## config.mk

```make
export PLATFORM = sky130hd
export DESIGN_NAME = tga_rle_pixel_decoder_top
export DESIGN_NICKNAME = d
export VERILOG_FILES = /design/src/rtl/tgarle_pkg.sv /design/src/rtl/tgarle_front.sv /design/src/rtl/tgarle_fifo.sv /design/src/rtl/tgarle_back.sv /design/src/rtl/tga_rle_pixel_decoder_top.sv
export SDC_FILE = /design/constraint.sdc
export NUM_CORES = 1
export LEC_CHECK = 0
export BUFFER_PORTS_ARGS = -buffer_cell sky130_fd_sc_hd__buf_2
export CORE_UTILIZATION = 40
export DETAILED_ROUTE_END_ITERATION = 7
export PLACE_DENSITY_LB_ADDON = 0.15
export SKIP_CTS_REPAIR_TIMING = 1
export SYNTH_ARGS = -nofsm -noshare
export SYNTH_HDL_FRONTEND = slang
export SYNTH_SLANG_ARGS = --single-unit
```

## constraint.sdc

```tcl
create_clock -name i_clk -period 8.25 [get_ports i_clk]
set_input_delay 0.4125 -clock i_clk [delete_from_list [all_inputs] [get_ports i_clk]]
set_output_delay 0.4125 -clock i_clk [all_outputs]
set_load 0.01 [all_outputs]
```

## src/rtl/tgarle_pkg.sv

```systemverilog
// ----------------------------------------------------------------------------
// tgarle_pkg
// Shared types and constants of the TGA run-length pixel decoder.
// ----------------------------------------------------------------------------
`default_nettype none

package tgarle_pkg;

    // configuration register indexes (byte address = 4 * index)
    localparam logic [1:0] REG_BPP    = 2'd0;
    localparam logic [1:0] REG_WIDTH  = 2'd1;
    localparam logic [1:0] REG_HEIGHT = 2'd2;

    // configuration reset values
    localparam logic [2:0]  BPP_RST    = 3'd3;
    localparam logic [15:0] WIDTH_RST  = 16'd640;
    localparam logic [15:0] HEIGHT_RST = 16'd480;

    // packet header fields
    localparam int unsigned HDR_RUN_BIT = 7;
    localparam logic [7:0]  HDR_LEN_MASK = 8'h7F;

    // command queue between front and back
    localparam int unsigned FIFO_DEPTH = 2;
    localparam int unsigned FIFO_AW    = 1;

    // live configuration
    typedef struct packed {
        logic [2:0]  bpp;
        logic [15:0] line_width;
        logic [15:0] image_height;
    } t_cfg;

    // one decoded pixel: first piece and optional second piece of a run
    typedef struct packed {
        logic [31:0] value;
        logic [7:0]  cnt1;
        logic        le1;
        logic        ie1;
        logic        has2;
        logic [7:0]  cnt2;
        logic        le2;
        logic        ie2;
    } t_pix_cmd;

endpackage

`default_nettype wire

```

## src/rtl/tgarle_front.sv

```systemverilog
// ----------------------------------------------------------------------------
// tgarle_front
// Packet parser: takes one byte a beat, tracks headers, assembles pixels,
// keeps the column and row position and emits one command per pixel.
// ----------------------------------------------------------------------------
`default_nettype none

module tgarle_front (
    input  wire                   i_clk,
    input  wire                   i_rst_n,
    input  wire                   i_valid,
    output logic                  o_ready,
    input  wire  [7:0]            i_data,
    input  tgarle_pkg::t_cfg      i_cfg,
    input  wire                   i_full,
    output logic                  o_push,
    output tgarle_pkg::t_pix_cmd  o_cmd
);

    logic        r_expect_hdr, n_expect_hdr;
    logic        r_run, n_run;
    logic [7:0]  r_left, n_left;
    logic [1:0]  r_byte_pos, n_byte_pos;
    logic [31:0] r_acc, n_acc;
    logic [15:0] r_col, n_col;
    logic [15:0] r_row, n_row;

    logic [2:0]  bpp_eff;
    logic        done;
    logic        fire;
    logic [31:0] acc_new;
    logic [16:0] w_eff, h_eff, rem;
    logic [7:0]  cnt, sec_raw, left_dec;
    logic [16:0] row_inc, row_inc2;
    logic        le1, ie1, has2, le2, ie2;
    logic [15:0] col1, row1;

    // effective pixel size and pixel completion
    always_comb begin
        if (i_cfg.bpp == 3'd0) begin
            bpp_eff = 3'd1;
        end else if (i_cfg.bpp > 3'd4) begin
            bpp_eff = 3'd4;
        end else begin
            bpp_eff = i_cfg.bpp;
        end
    end

    assign done    = ({1'b0, r_byte_pos} + 3'd1) >= bpp_eff;
    assign acc_new = r_acc | (32'(i_data) << {r_byte_pos, 3'b000});

    // header and partial bytes never need queue space
    assign o_ready = r_expect_hdr || !done || !i_full;
    assign fire    = i_valid && o_ready;
    assign o_push  = fire && !r_expect_hdr && done;

    // line and image position for this pixel
    always_comb begin
        w_eff    = (i_cfg.line_width == 16'd0) ? 17'h10000 : {1'b0, i_cfg.line_width};
        h_eff    = (i_cfg.image_height == 16'd0) ? 17'h10000 : {1'b0, i_cfg.image_height};
        rem      = ({1'b0, r_col} < w_eff) ? (w_eff - {1'b0, r_col}) : 17'd1;
        cnt      = r_run ? r_left : 8'd1;
        le1      = {9'd0, cnt} >= rem;
        row_inc  = {1'b0, r_row} + 17'd1;
        row_inc2 = {1'b0, r_row} + 17'd2;
        ie1      = le1 && (row_inc >= h_eff);
        col1     = le1 ? 16'd0 : (r_col + {8'd0, cnt});
        row1     = !le1 ? r_row : (ie1 ? 16'd0 : row_inc[15:0]);
        // second piece starts a fresh line, so it may span at most one line
        has2     = r_run && !ie1 && ({9'd0, cnt} > rem);
        sec_raw  = cnt - rem[7:0];
        le2      = {9'd0, sec_raw} >= w_eff;
        ie2      = le2 && (row_inc2 >= h_eff);
        left_dec = (r_left != 8'd0) ? (r_left - 8'd1) : 8'd0;

        o_cmd.value = acc_new;
        o_cmd.cnt1  = le1 ? rem[7:0] : cnt;
        o_cmd.le1   = le1;
        o_cmd.ie1   = ie1;
        o_cmd.has2  = has2;
        o_cmd.cnt2  = le2 ? w_eff[7:0] : sec_raw;
        o_cmd.le2   = le2;
        o_cmd.ie2   = ie2;
    end

    // next state
    always_comb begin
        n_expect_hdr = r_expect_hdr;
        n_run        = r_run;
        n_left       = r_left;
        n_byte_pos   = r_byte_pos;
        n_acc        = r_acc;
        n_col        = r_col;
        n_row        = r_row;
        if (fire) begin
            if (r_expect_hdr) begin
                n_run        = i_data[tgarle_pkg::HDR_RUN_BIT];
                n_left       = (i_data & tgarle_pkg::HDR_LEN_MASK) + 8'd1;
                n_expect_hdr = 1'b0;
                n_byte_pos   = 2'd0;
                n_acc        = 32'd0;
            end else if (!done) begin
                n_byte_pos = r_byte_pos + 2'd1;
                n_acc      = acc_new;
            end else begin
                n_byte_pos = 2'd0;
                n_acc      = 32'd0;
                if (has2) begin
                    n_col = le2 ? 16'd0 : {8'd0, sec_raw};
                    n_row = !le2 ? row_inc[15:0] : (ie2 ? 16'd0 : row_inc2[15:0]);
                end else begin
                    n_col = col1;
                    n_row = row1;
                end
                // packet bookkeeping: runs close after one pixel
                if (r_run || ie1 || left_dec == 8'd0) begin
                    n_expect_hdr = 1'b1;
                    n_run        = 1'b0;
                    n_left       = 8'd0;
                end else begin
                    n_left = left_dec;
                end
            end
        end
    end

    always_ff @(posedge i_clk) begin
        if (!i_rst_n) begin
            r_expect_hdr <= 1'b1;
            r_run        <= 1'b0;
            r_left       <= 8'd0;
            r_byte_pos   <= 2'd0;
            r_acc        <= 32'd0;
            r_col        <= 16'd0;
            r_row        <= 16'd0;
        end else begin
            r_expect_hdr <= n_expect_hdr;
            r_run        <= n_run;
            r_left       <= n_left;
            r_byte_pos   <= n_byte_pos;
            r_acc        <= n_acc;
            r_col        <= n_col;
            r_row        <= n_row;
        end
    end

    // an emitted pixel covers at least one position
    a_cnt_nonzero: assert property (@(posedge i_clk) disable iff (!i_rst_n)
        o_push |-> (o_cmd.cnt1 != 8'd0) && (!o_cmd.has2 || o_cmd.cnt2 != 8'd0))
        else $error("front: zero repeat count pushed");

    // image end always falls on a line end, and a split only follows a line end
    a_ie_le: assert property (@(posedge i_clk) disable iff (!i_rst_n)
        o_push |-> (!o_cmd.ie1 || o_cmd.le1) && (!o_cmd.has2 || (o_cmd.le1 && !o_cmd.ie1)))
        else $error("front: inconsistent end marks");

endmodule

`default_nettype wire

```

## src/rtl/tgarle_fifo.sv

```systemverilog
// ----------------------------------------------------------------------------
// tgarle_fifo
// Small flop-based command queue between the parser and the output stage.
// ----------------------------------------------------------------------------
`default_nettype none

module tgarle_fifo (
    input  wire                   i_clk,
    input  wire                   i_rst_n,
    input  wire                   i_push,
    input  tgarle_pkg::t_pix_cmd  i_cmd,
    output logic                  o_full,
    input  wire                   i_pop,
    output logic                  o_empty,
    output tgarle_pkg::t_pix_cmd  o_head
);

    localparam int unsigned CW = tgarle_pkg::FIFO_AW + 1;

    tgarle_pkg::t_pix_cmd r_mem [tgarle_pkg::FIFO_DEPTH];
    logic [tgarle_pkg::FIFO_AW-1:0] r_wr_ptr, n_wr_ptr;
    logic [tgarle_pkg::FIFO_AW-1:0] r_rd_ptr, n_rd_ptr;
    logic [CW-1:0]                  r_count, n_count;

    assign o_full  = r_count == CW'(tgarle_pkg::FIFO_DEPTH);
    assign o_empty = r_count == '0;
    assign o_head  = r_mem[r_rd_ptr];

    // pointer and fill bookkeeping
    always_comb begin
        n_wr_ptr = i_push ? r_wr_ptr + 1'b1 : r_wr_ptr;
        n_rd_ptr = i_pop  ? r_rd_ptr + 1'b1 : r_rd_ptr;
        n_count  = r_count;
        if (i_push && !i_pop) begin
            n_count = r_count + 1'b1;
        end else if (i_pop && !i_push) begin
            n_count = r_count - 1'b1;
        end
    end

    always_ff @(posedge i_clk) begin
        if (!i_rst_n) begin
            r_wr_ptr <= '0;
            r_rd_ptr <= '0;
            r_count  <= '0;
        end else begin
            r_wr_ptr <= n_wr_ptr;
            r_rd_ptr <= n_rd_ptr;
            r_count  <= n_count;
        end
    end

    // entry storage
    always_ff @(posedge i_clk) begin
        if (i_push) begin
            r_mem[r_wr_ptr] <= i_cmd;
        end
    end

    // queue never overflows or underflows
    a_no_ovf: assert property (@(posedge i_clk) disable iff (!i_rst_n)
        !(i_push && o_full) && !(i_pop && o_empty))
        else $error("fifo: push on full or pop on empty");

endmodule

`default_nettype wire

```

## src/rtl/tgarle_back.sv

```systemverilog
// ----------------------------------------------------------------------------
// tgarle_back
// Output stage: turns each queued pixel command into one or two output beats.
// ----------------------------------------------------------------------------
`default_nettype none

module tgarle_back (
    input  wire                   i_clk,
    input  wire                   i_rst_n,
    input  wire                   i_empty,
    input  tgarle_pkg::t_pix_cmd  i_head,
    output logic                  o_pop,
    output logic                  o_valid,
    input  wire                   i_ready,
    output logic [39:0]           o_data,
    output logic                  o_last,
    output logic                  o_user
);

    logic r_second, n_second;
    logic beat;

    assign o_valid = !i_empty;
    assign beat    = o_valid && i_ready;
    assign o_pop   = beat && (r_second || !i_head.has2);

    // select the piece that goes out now
    always_comb begin
        if (r_second) begin
            o_data = {i_head.cnt2, i_head.value};
            o_last = i_head.le2;
            o_user = i_head.ie2;
        end else begin
            o_data = {i_head.cnt1, i_head.value};
            o_last = i_head.le1;
            o_user = i_head.ie1;
        end
    end

    always_comb begin
        n_second = r_second;
        if (o_pop) begin
            n_second = 1'b0;
        end else if (beat) begin
            n_second = 1'b1;
        end
    end

    always_ff @(posedge i_clk) begin
        if (!i_rst_n) begin
            r_second <= 1'b0;
        end else begin
            r_second <= n_second;
        end
    end

    // second piece is only sent for a split run
    a_second_split: assert property (@(posedge i_clk) disable iff (!i_rst_n)
        r_second |-> (!i_empty && i_head.has2))
        else $error("back: second piece without split");

endmodule

`default_nettype wire

```

## src/rtl/tga_rle_pixel_decoder_top.sv

```systemverilog
// ----------------------------------------------------------------------------
// tga_rle_pixel_decoder_top
// TGA run-length pixel decoder: packet bytes in, pixels with repeat counts
// and line / image end marks out.
//
// Channel   Dir  Beat contents
// s_*       in   tdata[7:0] data_byte
// m_*       out  tdata[31:0] pixel_value, [39:32] repeat_count;
//                tlast line_end; tuser image_end
// APB       in   reg 0 bytes_per_pixel, 1 line_width, 2 image_height
//
// One byte is taken every cycle unless a finished pixel finds the queue full.
// Each pixel goes out as one beat; a run that crosses a line end goes out as
// two beats from the output stage. A two-entry command queue lets input and output
// stall on their own. Reset is synchronous, active low, needs no clearing pass.
// ----------------------------------------------------------------------------
`default_nettype none

module tga_rle_pixel_decoder_top (
    input  wire         i_clk,
    input  wire         i_rst_n,
    // byte stream in
    input  wire         i_s_tvalid,
    output logic        o_s_tready,
    input  wire  [7:0]  i_s_tdata,     // [7:0] data_byte
    // pixel stream out
    output logic        o_m_tvalid,
    input  wire         i_m_tready,
    output logic [39:0] o_m_tdata,     // [31:0] pixel_value, [39:32] repeat_count
    output logic        o_m_tlast,
    output logic        o_m_tuser,     // [0] image_end
    // configuration
    input  wire         psel,
    input  wire         penable,
    input  wire         pwrite,
    input  wire  [3:0]  paddr,
    input  wire  [31:0] pwdata,
    output logic [31:0] prdata,
    output logic        pready
);

    tgarle_pkg::t_cfg     r_cfg;
    tgarle_pkg::t_pix_cmd push_cmd, head_cmd;
    logic                 push, pop, full, empty;
    logic                 cfg_wr;

    // configuration registers
    assign pready = 1'b1;
    assign cfg_wr = psel && penable && pwrite;

    always_ff @(posedge i_clk) begin
        if (!i_rst_n) begin
            r_cfg.bpp          <= tgarle_pkg::BPP_RST;
            r_cfg.line_width   <= tgarle_pkg::WIDTH_RST;
            r_cfg.image_height <= tgarle_pkg::HEIGHT_RST;
        end else if (cfg_wr) begin
            case (paddr[3:2])
                tgarle_pkg::REG_BPP:    r_cfg.bpp          <= pwdata[2:0];
                tgarle_pkg::REG_WIDTH:  r_cfg.line_width   <= pwdata[15:0];
                tgarle_pkg::REG_HEIGHT: r_cfg.image_height <= pwdata[15:0];
                default: ;
            endcase
        end
    end

    // register readback
    always_comb begin
        case (paddr[3:2])
            tgarle_pkg::REG_BPP:    prdata = {29'd0, r_cfg.bpp};
            tgarle_pkg::REG_WIDTH:  prdata = {16'd0, r_cfg.line_width};
            tgarle_pkg::REG_HEIGHT: prdata = {16'd0, r_cfg.image_height};
            default:                prdata = 32'd0;
        endcase
    end

    tgarle_front u_front (
        .i_clk   (i_clk),
        .i_rst_n (i_rst_n),
        .i_valid (i_s_tvalid),
        .o_ready (o_s_tready),
        .i_data  (i_s_tdata),
        .i_cfg   (r_cfg),
        .i_full  (full),
        .o_push  (push),
        .o_cmd   (push_cmd)
    );

    tgarle_fifo u_fifo (
        .i_clk   (i_clk),
        .i_rst_n (i_rst_n),
        .i_push  (push),
        .i_cmd   (push_cmd),
        .o_full  (full),
        .i_pop   (pop),
        .o_empty (empty),
        .o_head  (head_cmd)
    );

    tgarle_back u_back (
        .i_clk   (i_clk),
        .i_rst_n (i_rst_n),
        .i_empty (empty),
        .i_head  (head_cmd),
        .o_pop   (pop),
        .o_valid (o_m_tvalid),
        .i_ready (i_m_tready),
        .o_data  (o_m_tdata),
        .o_last  (o_m_tlast),
        .o_user  (o_m_tuser)
    );

endmodule

`default_nettype wire
```

==> results.md <==
- Outcome: finished clean
- Leading area contributor after synthesis: sky130_fd_sc_hd__edfxtp_1
- Critical path's most frequent cell: sky130_fd_sc_hd__nand2_1
- Overflow left after global routing: 0
- RR Endpoint: u_front.r_row[13]
- Fraction of power consumed by sequential logic: 43.3%
- Post-synth EDFFs: between 100 and 150
- Critical Path Sink Type: flop
- HP Start: pwdata[9]
- Area grow syn2layout: 10.8%
- Total number of vias: 10200
- Inserted Diodes: 0
- DRC errors left: 0
- Total detailed-routing wirelength: roughly 34000 microns
- Initial core utilization: 40.8%
- Via/cell ratio: approximately 5.5
- NetSw: approximately 0.84 mW
- Synthesized cell area: about 0.013 sq mm
- Launching point of the worst reg2reg path: u_front.r_col[8]
- Highest achievable clock rate: around 150 MHz
- Maximum Capacitance Violations: 0
- CTS sink count: 223
- Slew at the pin closest to its max-slew limit: around 1200 ps
- Portion of synthesized cell area occupied by the leading cell type: around 25%
- Detailed-routing iteration count for the pre-antenna-repair pass: 5
- CTS H-Tree Depth: 1
- Final Hold Viols: 0
- Avg Inst Size Synth: ~9.4 sq um
- Longest individual stage delay on the worst path: roughly 550 ps
- Arrival time at the worst endpoint: ~7300 ps
- Capture endpoint of the worst hold path: r_cfg[25]
- Drt first-iter violations: between 500 and 600
- Vias in the first global route: around 9700
- Count of standard-cell rows: between 60 and 70
- Final slew viol count: 0
- Maximum number of pins on one net before global-route repair: between 50 and 60
- RSZ-0062 raised after global routing: no
- Cell internal pwr: roughly 2.0 mW
- PortBufs: between 90 and 100
- Worst path top cell family by delay: compound AO/OA/AOI/OAI gates
- Number of nets in the layout: ~1500
- Worst clock skew: 13.2 ps
- Synth async-reset ratio: 0%
- Area contributors post-synth: sky130_fd_sc_hd__edfxtp_1, sky130_fd_sc_hd__dfxtp_1, sky130_fd_sc_hd__ha_1
- Startpoint class of the critical path: flop
- Initial antenna violation count: 0
- Required arrival time at the worst endpoint: ~8700 ps
- Clock tree root buffer cell: sky130_fd_sc_hd__clkbuf_16
- Cell count of the worst reg-to-reg path: 27
- Flop-to-flop setup slack: ~1400 ps
- Maximum clock insertion buffer count: 3
- Number of failing setup endpoints in the final timing report: 0
- Proportion of layout cells with a drive suffix above 1: around 14%
- Leading register cell type out of synthesis: sky130_fd_sc_hd__dfxtp_1
- Area enclosed by the die boundary: 0.0330 sq mm
- Sequential-to-total area share from yosys stat: a little over two fifths
- Count of fill cells added during filler insertion: 3099
- Antenna-violating nets left: 0
- Final routed wire length divided by cell count: between 15 and 20 microns
- Tcrit/Tclk final: between 80% and 90%
- CTS clock-pin slew for the worst setup and hold paths: about 60 ps
- Die height: 182 microns
- Maximum fanout encountered on the critical timing path: 16
- Setup TNS: 0 ps
- Leak pwr: around 5.8 nW
- Final weighted congestion in routability-driven placement: about 0.85
- Switching share of power: approximately 29%
- Post-detailed-placement half-perimeter wirelength: around 25000 microns
- Clock network latency to the later pin of the worst-skew pair: approximately 530 ps
- Count of mapped cells out of synthesis: roughly 1400
- WHS Path Cells: 3
- Global-route wire length before repair: 53300 microns
- Number of top-level design ports: between 100 and 150
- Width of the chip: roughly 180 microns
- Count of yosys warnings during synthesis: 0
- Count of buffer and inverter cells on the critical path: 2
- Crit-path slowest cell: sky130_fd_sc_hd__o21ai_0
- Power per cell area: approximately 200 mW/mm^2
- Worst setup path class: reg -> reg
- Final hold slack: 126 ps
- Combinational share of power: about a fifth
- Class of the tightest hold or removal check: in -> reg
- Number of library cell types mapped by synthesis: between 70 and 80
- TritonCTS Buffers: 25
- Maximum ir drop on the vdd rail: between 0.1 and 0.15 mV
- Final period demand of the worst path: between 6000 and 7000 ps
- Proportion of power drawn by the clock network: 36.1%
- Core box area: between 0.03 and 0.04 sq mm
- Worst-case headroom to the max-slew limit: 20.9%
- Number of register bits inferred by synthesis: 223
- Clock tree from TritonCTS: yes
- Tot GR Track Use: about a fifth
[tightest hold or removal path: stages]
cell,delay [ps]
sky130_fd_sc_hd__buf_2,90
sky130_fd_sc_hd__nand2_1,40
sky130_fd_sc_hd__nand3_1,70
[synthesized netlist by cell type, drive strengths merged (11+ instances only)]
master,number
ha,83
nand4,23
nor4,18
mux2,33
a31oi,11
clkbuf,86
inv,64
a21o,46
a221oi,16
or3,16
a211oi,16
and2,13
o211ai,11
nand2,150
nand3,40
nor2,103
buf,25
xor2,25
a22o,13
nor3,20
edfxtp,106
and3,11
xnor2,36
o21a,13
o21ai,62
a21oi,106
dfxtp,117
[cells by family after synthesis]
| group | share of synthesized area [%] |
|---|---|
| AO/OA/AOI/OAI | 17.3 |
| XOR/XNOR | 4.14 |
| adder cells (fa/ha/maj) | 8.52 |
| buffers and inverters | 5.67 |
| flip-flops | 42.9 |
| multiplexers | 5.41 |
| other | 0.0583 |
| AND/OR/NAND/NOR | 16.1 |
[sequential cells by signal, summed over array words and instances (netlist names), 2 cells and up, named ones only]
name,cells
u_fifo.r_mem,106
r_cfg,35
u_front.r_acc,32
u_front.r_col,16
u_front.r_row,16
u_front.r_left,8
u_fifo.r_count,2
u_front.r_byte_pos,2
[through the flow]
step | worst slack, ps | area, sq um | power, mW | cells | util (%)
after floorplan | 2660 | 12900 | 1.68 | 1392 | -
after CTS | 1460 | 14300 | 2.89 | 1831 | 45.2
final | 1410 | 14300 | 2.86 | 1831 | 45.2
after global routing | 755 | 14300 | 3.00 | 1831 | 45.2
after detailed placement | 1510 | 13500 | 1.85 | 1785 | 42.7
after global placement | 1600 | 13500 | 1.84 | 1785 | 42.7
[cell usage in the layout (no fill, tap or decap), drive strengths merged, types with 18 or more instances in the layout]
cell | synthesis | routed
nand2 | 150 | 150
dfxtp | 117 | 117
a21oi | 106 | 106
edfxtp | 106 | 106
nor2 | 103 | 103
buf | 25 | 102
ha | 83 | 83
inv | 64 | 65
o21ai | 62 | 62
a21o | 46 | 46
nand3 | 40 | 40
xnor2 | 36 | 36
mux2 | 33 | 33
clkbuf | 86 | 33
xor2 | 25 | 25
nand4 | 23 | 23
nor3 | 20 | 20
nor4 | 18 | 18
[metal layers]
metal | share of wire [%] | global-route usage, % | wire length, microns
met1 | 47 | 28.2 | 16000
met2 | 47 | 34.5 | 16000
met3 | 3.8 | 2.13 | 1280
met4 | 1.6 | 4.24 | 548
met5 | 0 | 0 | 0
[power groups by stage]
stage	sequential, mW	combinational [mW]	clock [mW]
after detailed placement	1.26	0.586	0
after floorplan	1.24	0.436	0
final	1.24	0.586	1.03
after CTS	1.24	0.590	1.06
after global placement	1.26	0.583	0
after global routing	1.24	0.655	1.10
[worst max-delay path by stage]
stage,end,cells after the start,startpoint,slack (ps)
global placement,u_front.r_row[1],27,u_front.r_col[8],1600
floorplan,u_front.r_row[13],30,u_front.r_col[8],2660
global route,u_front.r_row[5],27,u_front.r_col[8],750
finish,u_front.r_row[13],27,u_front.r_col[8],1410
CTS,u_front.r_row[1],27,u_front.r_col[8],1460
detailed placement,u_front.r_row[1],27,u_front.r_col[8],1510
[layout make-up]
cell class,instances,area (sq um),area share [%]
flip-flops and latches,223,5530,38.7
clock buffers,33,676,4.73
inverters,64,240,1.68
multi-input cells,994,6720,47.0
clock inverters,13,88.8,0.622
well taps,402,503,3.52
repair buffers,102,536,3.75
Note: power is estimated with default switching activity, not from simulation.
